`config.mk`:
```
export PLATFORM = sky130hd
export DESIGN_NAME = waypoint_path_interpolator_unit
export DESIGN_NICKNAME = d
export VERILOG_FILES = /design/src/wpi_pkg.sv /design/src/waypoint_path_interpolator_unit.sv
export SDC_FILE = /design/constraint.sdc
export NUM_CORES = 2
export LEC_CHECK = 0
export BUFFER_PORTS_ARGS = -buffer_cell sky130_fd_sc_hd__buf_2
export CAP_MARGIN = 40
export CORE_AREA = 5 5 552 554
export DETAILED_ROUTE_END_ITERATION = 8
export DIE_AREA = 0 0 557 559
export HOLD_SLACK_MARGIN = 0.1
export PLACE_DENSITY = 0.52
export SLEW_MARGIN = 20
export SYNTH_ARGS = -nofsm -noshare
export SYNTH_HDL_FRONTEND = slang
export SYNTH_SLANG_ARGS = --single-unit
```
`constraint.sdc`:
```
create_clock -name clk -period 43.3 [get_ports clk]
set_clock_uncertainty 0.05 [all_clocks]
set_input_delay 8.66 -clock clk [delete_from_list [all_inputs] [get_ports clk]]
set_output_delay 8.66 -clock clk [all_outputs]
set_load 0.005 [all_outputs]
```
`src/wpi_pkg.sv`:
```
// ----------------------------------------------------------------------------
// wpi_pkg
// Shared types and codes for the waypoint path interpolator: the operation
// codes, the configuration register indexes and the payload structs.
// ----------------------------------------------------------------------------
package wpi_pkg;

  // Operation codes carried by an input item.
  localparam logic [1:0] OP_LOAD    = 2'd0;
  localparam logic [1:0] OP_RESTART = 2'd1;
  localparam logic [1:0] OP_TICK    = 2'd2;

  // Configuration register indexes.
  localparam int         CFG_INDEX_W        = 2;
  localparam logic [1:0] CFG_LOOP_ENABLE    = 2'd0;
  localparam logic [1:0] CFG_WAYPOINT_COUNT = 2'd1;
  localparam logic [1:0] CFG_TICK_INTERVAL  = 2'd2;

  // Fixed-point one in Q16.16.
  localparam logic [31:0] ONE_Q16 = 32'h0001_0000;

  // One input item.
  typedef struct packed {
    logic [1:0]         operation;
    logic [3:0]         waypoint_index;
    logic signed [31:0] point_x;
    logic signed [31:0] point_y;
    logic [30:0]        duration;
    logic signed [31:0] where_x;
    logic signed [31:0] where_y;
  } in_t;

  // One result item.
  typedef struct packed {
    logic signed [31:0] location_x;
    logic signed [31:0] location_y;
    logic signed [31:0] offset_x;
    logic signed [31:0] offset_y;
    logic [3:0]         current_waypoint;
  } out_t;

endpackage

```
`src/waypoint_path_interpolator_unit.sv`:
```
// ----------------------------------------------------------------------------
// waypoint_path_interpolator_unit
// Piecewise linear interpolation along a table of 2-D waypoints.
// A tick runs through segment advance, table read and division set-up, the
// bit-serial divider (49 steps), saturation, the bit-serial multiplier (32
// steps) and the output register; a zero duration skips divider and saturation.
// No new item is taken until the result is registered. Loads and restarts
// give no result and leave the block ready for the next item. Reset returns
// control and configuration to defaults; the table is undefined until written.
// ----------------------------------------------------------------------------
module waypoint_path_interpolator_unit #(
  parameter int MAX_WAYPOINTS = 16
) (
  input  logic                               clk,
  input  logic                               rst,
  input  logic                               in_valid,
  output logic                               in_stall,
  input  wpi_pkg::in_t                       in_data,
  output logic                               out_valid,
  input  logic                               out_stall,
  output wpi_pkg::out_t                      out_data,
  input  logic                               cfg_valid,
  output logic                               cfg_ready,
  input  logic [wpi_pkg::CFG_INDEX_W-1:0]    cfg_index,
  input  logic [31:0]                        cfg_data
);

  localparam int AW        = (MAX_WAYPOINTS > 1) ? $clog2(MAX_WAYPOINTS) : 1;
  localparam int CNT_LIMIT = (MAX_WAYPOINTS < 16) ? MAX_WAYPOINTS : 16;
  localparam int DIV_STEPS = 49;
  localparam int MUL_STEPS = 32;
  localparam int STEP_W    = 6;

  typedef enum logic [2:0] {
    S_IDLE, S_ADV, S_PREP, S_DIV, S_SAT, S_MUL, S_OUT
  } state_t;

  typedef struct packed {
    logic [31:0] x;
    logic [31:0] y;
    logic [30:0] dur;
  } entry_t;

  // Shift-add step of a signed multiplier: add the multiplicand when the low
  // multiplier bit is set (subtract it on the sign bit), then shift right.
  function automatic logic [63:0] mul_step(input logic [31:0] hi, input logic [31:0] lo,
                                           input logic [31:0] d, input logic sign_bit);
    logic [32:0] d_ext;
    logic [32:0] addend;
    logic [32:0] s;
    d_ext = {d[31], d};
    if (!lo[0]) begin
      addend = '0;
    end else if (sign_bit) begin
      addend = 33'd0 - d_ext;
    end else begin
      addend = d_ext;
    end
    s = {hi[31], hi} + addend;
    return {s[32:1], s[0], lo[31:1]};
  endfunction

  state_t state;

  // Configuration.
  logic        loop_enable;
  logic [4:0]  waypoint_count;
  logic [31:0] tick_interval;

  // Path state.
  logic [3:0]  seg_idx;
  logic        started;
  logic [32:0] time_left;

  // Per-tick working registers.
  logic              adv_q;
  logic              last_q;
  logic [31:0]       where_x;
  logic [31:0]       where_y;
  logic [31:0]       pt_x;
  logic [31:0]       pt_y;
  logic [31:0]       dx;
  logic [31:0]       dy;
  logic [48:0]       num;
  logic [30:0]       divisor;
  logic [30:0]       rem;
  logic [32:0]       quo;
  logic              quo_ovf;
  logic              quo_neg;
  logic [31:0]       hi_x;
  logic [31:0]       lo_x;
  logic [31:0]       hi_y;
  logic [31:0]       lo_y;
  logic [STEP_W-1:0] step;

  // Waypoint table.
  entry_t table_mem [MAX_WAYPOINTS];
  entry_t rd_cur;
  entry_t rd_nxt;

  logic in_accept;
  logic load_en;

  assign in_stall  = (state != S_IDLE);
  assign cfg_ready = 1'b1;
  assign in_accept = in_valid && !in_stall;
  assign load_en   = in_accept && (in_data.operation == wpi_pkg::OP_LOAD) &&
                     (9'(in_data.waypoint_index) < 9'(MAX_WAYPOINTS));

  // Waypoint count in use: zero counts as one, clamped to the table size and 16.
  logic [4:0] cnt;
  always_comb begin
    if (waypoint_count == 5'd0) begin
      cnt = 5'd1;
    end else if (waypoint_count > 5'(CNT_LIMIT)) begin
      cnt = 5'(CNT_LIMIT);
    end else begin
      cnt = waypoint_count;
    end
  end

  // Segment selection, with at most one advance per tick.
  logic       adv;
  logic [3:0] cur0;
  logic [4:0] seg_inc;
  logic [3:0] cur_new;
  logic [4:0] nxt_inc;
  logic [3:0] nxt_new;
  logic       last_new;
  always_comb begin
    adv = time_left[32] || (time_left == 33'd0);
    if (9'(seg_idx) >= 9'(MAX_WAYPOINTS)) begin
      cur0 = 4'(cnt - 5'd1);
    end else begin
      cur0 = seg_idx;
    end
    seg_inc = 5'(cur0) + 5'd1;
    if (!adv) begin
      cur_new = cur0;
    end else if (!started) begin
      cur_new = 4'd0;
    end else if (seg_inc >= cnt) begin
      cur_new = loop_enable ? 4'd0 : 4'(cnt - 5'd1);
    end else begin
      cur_new = seg_inc[3:0];
    end
    nxt_inc  = 5'(cur_new) + 5'd1;
    nxt_new  = (nxt_inc >= cnt) ? 4'd0 : nxt_inc[3:0];
    last_new = !loop_enable && (5'(cur_new) >= (cnt - 5'd1));
  end

  // Time update and division set-up once the table entries are read.
  logic [30:0] dur_sel;
  logic [33:0] t_add;
  logic [33:0] t_sub;
  logic [32:0] t_mag;
  always_comb begin
    dur_sel = last_q ? 31'(wpi_pkg::ONE_Q16) : rd_cur.dur;
    t_add   = {time_left[32], time_left} + (adv_q ? {3'b000, dur_sel} : 34'd0);
    t_sub   = t_add - {2'b00, tick_interval};
    t_mag   = t_add[33] ? 33'(34'd0 - t_add) : t_add[32:0];
  end

  // One restoring division step.
  logic [31:0] div_shift;
  logic [32:0] div_diff;
  logic        div_ge;
  always_comb begin
    div_shift = {rem, num[48]};
    div_diff  = {1'b0, div_shift} - {2'b00, divisor};
    div_ge    = !div_diff[32];
  end

  // Saturated quotient and interpolant.
  logic        quo_big;
  logic [33:0] quo_s;
  logic [33:0] ip_wide;
  logic [31:0] interp;
  always_comb begin
    if (quo_neg) begin
      quo_big = quo_ovf || (quo > 33'h0_8000_0000);
      quo_s   = quo_big ? 34'h3_8000_0000 : 34'd0 - {1'b0, quo};
    end else begin
      quo_big = quo_ovf || (quo > 33'h0_7FFF_FFFF);
      quo_s   = quo_big ? 34'h0_7FFF_FFFF : {1'b0, quo};
    end
    ip_wide = {2'b00, wpi_pkg::ONE_Q16} - quo_s;
    if (!ip_wide[33] && (ip_wide[32:31] != 2'b00)) begin
      interp = 32'h7FFF_FFFF;
    end else if (ip_wide[33] && (ip_wide[32:31] != 2'b11)) begin
      interp = 32'h8000_0000;
    end else begin
      interp = ip_wide[31:0];
    end
  end

  // Multiplier steps for both axes.
  logic        mul_sign;
  logic [63:0] mul_x;
  logic [63:0] mul_y;
  always_comb begin
    mul_sign = (step == STEP_W'(MUL_STEPS - 1));
    mul_x    = mul_step(hi_x, lo_x, dx, mul_sign);
    mul_y    = mul_step(hi_y, lo_y, dy, mul_sign);
  end

  // Final position and offset.
  logic [31:0] loc_x;
  logic [31:0] loc_y;
  always_comb begin
    loc_x = pt_x + {hi_x[15:0], lo_x[31:16]};
    loc_y = pt_y + {hi_y[15:0], lo_y[31:16]};
  end

  // Table write on load transfers, registered reads at the chosen segment.
  always_ff @(posedge clk) begin
    if (load_en) begin
      table_mem[AW'(in_data.waypoint_index)] <=
        '{x: in_data.point_x, y: in_data.point_y, dur: in_data.duration};
    end
    if (state == S_ADV) begin
      rd_cur <= table_mem[AW'(cur_new)];
      rd_nxt <= table_mem[AW'(nxt_new)];
    end
  end

  // Sequencer, path state and output register.
  always_ff @(posedge clk) begin
    if (rst) begin
      state          <= S_IDLE;
      loop_enable    <= 1'b0;
      waypoint_count <= 5'd1;
      tick_interval  <= wpi_pkg::ONE_Q16;
      seg_idx        <= 4'd0;
      started        <= 1'b0;
      time_left      <= '0;
      out_valid      <= 1'b0;
    end else begin
      if (cfg_valid && cfg_ready) begin
        case (cfg_index)
          wpi_pkg::CFG_LOOP_ENABLE:    loop_enable    <= cfg_data[0];
          wpi_pkg::CFG_WAYPOINT_COUNT: waypoint_count <= cfg_data[4:0];
          wpi_pkg::CFG_TICK_INTERVAL:  tick_interval  <= cfg_data;
          default: ;
        endcase
      end

      // In S_OUT the output register is reloaded below instead.
      if (out_valid && !out_stall && (state != S_OUT)) begin
        out_valid <= 1'b0;
      end

      case (state)
        S_IDLE: begin
          if (in_accept) begin
            case (in_data.operation)
              wpi_pkg::OP_RESTART: begin
                started   <= 1'b0;
                seg_idx   <= 4'd0;
                time_left <= '0;
              end
              wpi_pkg::OP_TICK: begin
                where_x <= in_data.where_x;
                where_y <= in_data.where_y;
                state   <= S_ADV;
              end
              default: ;
            endcase
          end
        end

        S_ADV: begin
          seg_idx <= cur_new;
          adv_q   <= adv;
          last_q  <= last_new;
          if (adv) begin
            started <= 1'b1;
          end
          state <= S_PREP;
        end

        S_PREP: begin
          pt_x <= rd_cur.x;
          pt_y <= rd_cur.y;
          dx   <= last_q ? 32'd0 : rd_nxt.x - rd_cur.x;
          dy   <= last_q ? 32'd0 : rd_nxt.y - rd_cur.y;
          if (t_sub[33:32] == 2'b10) begin
            time_left <= 33'h1_0000_0000;
          end else begin
            time_left <= t_sub[32:0];
          end
          num     <= {t_mag, 16'd0};
          divisor <= dur_sel;
          rem     <= '0;
          quo     <= '0;
          quo_ovf <= 1'b0;
          quo_neg <= t_add[33];
          step    <= '0;
          if (dur_sel == 31'd0) begin
            hi_x  <= '0;
            hi_y  <= '0;
            lo_x  <= wpi_pkg::ONE_Q16;
            lo_y  <= wpi_pkg::ONE_Q16;
            state <= S_MUL;
          end else begin
            state <= S_DIV;
          end
        end

        S_DIV: begin
          rem     <= div_ge ? div_diff[30:0] : div_shift[30:0];
          num     <= {num[47:0], 1'b0};
          quo     <= {quo[31:0], div_ge};
          quo_ovf <= quo_ovf | quo[32];
          step    <= step + STEP_W'(1);
          if (step == STEP_W'(DIV_STEPS - 1)) begin
            state <= S_SAT;
          end
        end

        S_SAT: begin
          hi_x  <= '0;
          hi_y  <= '0;
          lo_x  <= interp;
          lo_y  <= interp;
          step  <= '0;
          state <= S_MUL;
        end

        S_MUL: begin
          {hi_x, lo_x} <= mul_x;
          {hi_y, lo_y} <= mul_y;
          step         <= step + STEP_W'(1);
          if (mul_sign) begin
            state <= S_OUT;
          end
        end

        S_OUT: begin
          // Wait here while an earlier result still occupies the output.
          if (!out_valid || !out_stall) begin
            out_data.location_x       <= loc_x;
            out_data.location_y       <= loc_y;
            out_data.offset_x         <= loc_x - where_x;
            out_data.offset_y         <= loc_y - where_y;
            out_data.current_waypoint <= seg_idx;
            out_valid                 <= 1'b1;
            state                     <= S_IDLE;
          end
        end

        default: state <= S_IDLE;
      endcase
    end
  end

endmodule

```
# Yosys cells after proc, flatten, opt, wreduce, memory -nomap -nowiden
# Memories as Yosys holds them, arrays and structs flattened. A register that Yosys moved wholly into a read port is not among the register bits.
# Cells that the tools add are included.
# op_classes
addsub,20
n_lt_le_gt_ge,6
eq_ne,23
n_mux,54
bitwise,2
n_reduce_logical,46
# op_table
op,count
one-hot mux 32 bit (3 select lines),4
two-way mux 33 bit,9
one-hot mux 33 bit (2 select lines),2
two-way mux 32 bit,4
subtractor 32 bit,4
one-hot mux 49 bit (2 select lines),1
two-way mux 31 bit,3
two-way mux 34 bit,2
adder 33 bit,2
"subtractor 1 x 32 -> 33 bit, first input constant",2
adder 32 bit,2
one-hot mux 31 bit (2 select lines),1
adder 33 x 32 -> 34 bit,1
"subtractor 1 x 33 -> 34 bit, first input constant",1
"subtractor 17 x 34 -> 34 bit, first input constant",1
subtractor 34 x 32 -> 34 bit,1
"> comparator 33 x 31 -> 1 bit, second input constant",1
"> comparator 33 x 32 -> 1 bit, second input constant",1
logical NOT 33 bit,1
"subtractor 1 x 33 -> 33 bit, first input constant",1
subtractor 32 x 31 -> 33 bit,1
logical NOT 31 bit,1
two-way mux 4 bit,7
one-hot mux 3 bit (7 select lines),1
other kinds (37),97
# word_totals
reg_bits,686
ram_bits,1520
in_bits,204
n_memories,1
# mem_list
name,words,word_bits,read_ports,rd_clocked_by_memory_dff,wr,line_no,text
table_mem,16,95,2,2,1,waypoint_path_interpolator_unit.sv:97,entry_t table_mem [MAX_WAYPOINTS];

# Logic depth before layout (Yosys ltp)
# logic_depth
word_depth,11
mapped_depth,31

# Worst setup path after synthesis
# Ideal clock, no wire load.
# synth_path
path_kind,input-to-reg
startpoint,in rst
endpoint,reg time_left[0]
setup_ps,60
t_arrival_ps,21928
required_time_ps,43190
slack_ps,21262
cell_stages,5
path_buffers,1
cell_sequence,nand2b_1 > nor3_1 > o211a_2 > clkbuf_1 > a22o_1
# synth_lines
element,line_no,text
start: declaration,waypoint_path_interpolator_unit.sv:15,"input logic rst,"
end signal: assignment,waypoint_path_interpolator_unit.sv:290,time_left <= t_sub[32:0];
end: declaration,waypoint_path_interpolator_unit.sv:73,logic [32:0] time_left;

# Final worst setup path
# layout_path
startpoint,in in_data[164] (netlist bit)
endpoint,"mem table_mem[12][45] (netlist bit), enable pin"
# layout_via
elab_chain_len,4
# layout_lines
element,line_no,text
start: declaration,waypoint_path_interpolator_unit.sv:18,"input wpi_pkg::in_t in_data,"
logical NOT 2 bit,waypoint_path_interpolator_unit.sv:107,assign load_en = in_accept && (in_data.operation == wpi_pkg::OP_LOAD) &&
logical AND 1 bit,waypoint_path_interpolator_unit.sv:107,
two-way mux 1 bit,waypoint_path_interpolator_unit.sv:217,if (load_en) begin
two-way mux 1 bit (not written as such),waypoint_path_interpolator_unit.sv:218,table_mem[AW'(in_data.waypoint_index)] <=
end: declaration,waypoint_path_interpolator_unit.sv:97,
# Every way passes these cells.

==> run metrics <==
Synth-to-Final Area Change=13.1%; yosys warns=0; Reg2Reg Depth=27; Final setup viols=0; crit path DAT=12.33 ns; hold depth=2; Skew-Pair Late Insertion Delay=0.88 ns; crit-path max cell delay=0.81 ns; die width=557 um; initial DRC count=9464; busiest grt layer=met2; grt total ovfl=0; Post-Synthesis Cells=11500; most used cell, CP=buf_4; Hold WC Path Type=register to register; worst-case vdd ir drop=0.0324 mV; Netlist cell types=95; reg2reg start=waypoint_count[2]$_SDFFE_PP0P_; worst setup margin=31.39 ns; setup total negative slack=0 ns; Worst Path Required=43.72 ns; Static Leak=49.9 nW; Max-cap violations=0; Hold EP=tick_interval[22]$_SDFFE_PP0P_; ys flop type=edfxtp_1; Num CTS Buffers=280; initial core utilization=39.8%; CP top delay family=simple AND/OR/NAND/NOR gates; wire per inst=24.3 um; worst slack at placement=30.50 ns; Util after Layout=45.0%; total vias in the final route=91200; Slew Viols, Final=0; synthesized area=119000 um2; placed instance area=125000 um2; antenna violations before repair=70; Seq/Total Area, Yosys=58.6%; deepest clock path buffer count=4; GR Util met2=37.2%; die height=559 um; first-pass GRT wire length=565000 um; Worst-path clk slew=0.06 ns; synthesized area per cell=10.4 um2; total die area=311000 um2; maximum clock rate=84.0 MHz; post-synthesis register bit count=2349; grt met3 use=3.87%; Critical Path Fanout Max=42; share of layout cells above drive strength 1=8.88%; Async SR Flop Fraction=0%; crit-path cells=buf_2 -> nor4b_4 -> or3b_2 -> nor2_4 -> buf_4 -> buf_4; Post-CTS Resized=0; Post-synth EDFFs=2269; Final Hold Vio Count=0; # rows=201; Core Region=299000 um2; Post-DP HPWL=243000 um; RSZ-0062 raised after global routing=false; kind of critical path=input port to register; hold buffers post-CTS=0; outcome=finished clean; final total power=5.49 mW; setup bufs post-CTS=0; Vias/cell=5.78; crit path from=in_data[164]; gpl congestion=0.891; Clock Tree Root=clkbuf_16; CP Launch Type=input port; IO Count=339; drt drc=0; Slew HR=30.5%; Detailed Routing Iterations Pass 1=8; startpoint of the worst hold path=tick_interval[22]$_SDFFE_PP0P_; slowest CP cell=buf_4; CTS tree=yes; minimum clock period=11.91 ns; Max H-tree Level=5; largest net degree at the start of global routing=171; pwr/cell area=40.8 nW/um2; grt met1 use=33.2%; Worst setup EP type=register; measured slew at the worst slew-check pin=1.04 ns; Buffers & Inverters on Critical Path=3; fin crit share=27.5%; worst flop-to-flop path endpoint=rd_nxt[72]$_DFFE_PP_; design area=135000 um2; R2R Setup Slk=33.86 ns; Final ANT Viol Nets=0; # nets final=12200; clock sink count=2349; post-synth net total=12000; vias in the first global route=87500; IO buf count=337; Post-Route WL=383000 um; total track usage=23.6%
[area by class of cell]
class	instances	area [um2]
Fill cell	27400	164000
Sequential cell	2349	69700
Multi-Input combinational cell	8111	45700
Clock buffer	348	7510
Tap cell	3958	4950
Timing Repair Buffer	542	3990
Clock inverter	144	1360
Inverter	324	1230
Antenna cell	23	57.6
[worst max path at each step]
stage,cells after the start,end
detailed placement,7,table_mem[8][39]$_DFFE_PP_
finish,6,table_mem[12][45]$_DFFE_PP_
global route,6,table_mem[12][44]$_DFFE_PP_
CTS,7,table_mem[8][43]$_DFFE_PP_
global placement,6,table_mem[7][73]$_DFFE_PP_
floorplan,5,time_left[0]$_SDFFE_PP0P_
[power breakdown]
part	switching, mW	internal, mW
clock network	0.942	1.37
registers	0.0225	2.53
logic	0.424	0.204
total	1.39	4.10
[per-layer routing]
| metal | part of all wire [%] | vias to the layer above |
|---|---|---|
| met3 | 7.8 | 748 |
| met2 | 45 | 3949 |
| met5 | 0.042 | - |
| met1 | 44 | 44600 |
| met4 | 3.2 | 26 |
| li1 | - | 41900 |
[state kept, by name, indices dropped and copies added, names as in the netlist, 33 cells and up]
name	flops
table_mem	1520
out_data	132
rd_cur	95
rd_nxt	64
num	33
quo	33
time_left	33
[kinds of logic after synthesis]
group,count (synthesis),synth area share (%)
compound gates,1732,9.99
xor+xnor,411,3.03
fa+ha+maj,380,4.07
buf+inv,995,3.17
flops,2349,58.6
mux,25,0.237
other cells,1,0.00315
simple gates,5562,20.9
[cell usage in the layout (no fill, tap or decap), types with 150 or more instances in the layout]
master / n
inv_1: 319
o21ai_0: 203
clkbuf_16: 291
a21o_1: 153
a311oi_1: 321
edfxtp_1: 2269
a31oi_1: 195
buf_2: 337
xnor2_1: 255
and3_1: 202
nand3_1: 1291
xor2_1: 156
buf_4: 150
ha_1: 369
a21oi_1: 401
nor2_1: 402
nand2_1: 2950
[cells in the mapped netlist (202+ instances only)]
library cell  count  area, um2
nand2_1        2952      11100
edfxtp_1       2269      68100
nand3_1        1293       6470
clkbuf_1        604       2270
nor2_1          419       1570
a21oi_1         403       2020
ha_1            369       4620
a311oi_1        321       2810
inv_1           319       1200
xnor2_1         255       2230
o21ai_0         203       1020
and3_1          202       1260
[through the flow]
step	hold WS (ns)	std cells
after floorplan	0.376	11500
after global placement	0.393	15200
after detailed placement	0.398	15300
after CTS	0.407	15800
after global routing	0.421	15800
final	0.406	15800
[worst reg2reg max path, stage by stage, from the launching register on]
cell,delay (ns)
dfxtp_1,0.35
nor3_1,0.18
nor2_1,0.06
nor2_1,0.26
ha_1,0.29
nand2b_1,0.14
a21o_1,0.18
a21o_1,0.16
a21o_1,0.16
a21oi_1,0.50
nand2_1,0.18
a41oi_4,0.23
buf_4,0.60
inv_8,0.38
nand4_1,0.30
and2_4,0.66
ha_1,0.35
o21ai_0,0.09
nand2b_1,0.12
a21oi_4,0.21
buf_4,0.60
and2_4,0.61
buf_4,0.78
buf_4,0.88
and3_1,0.32
a311oi_1,0.06
a311oi_1,0.25
a31oi_1,0.14
(Power assumes the default switching activity.)
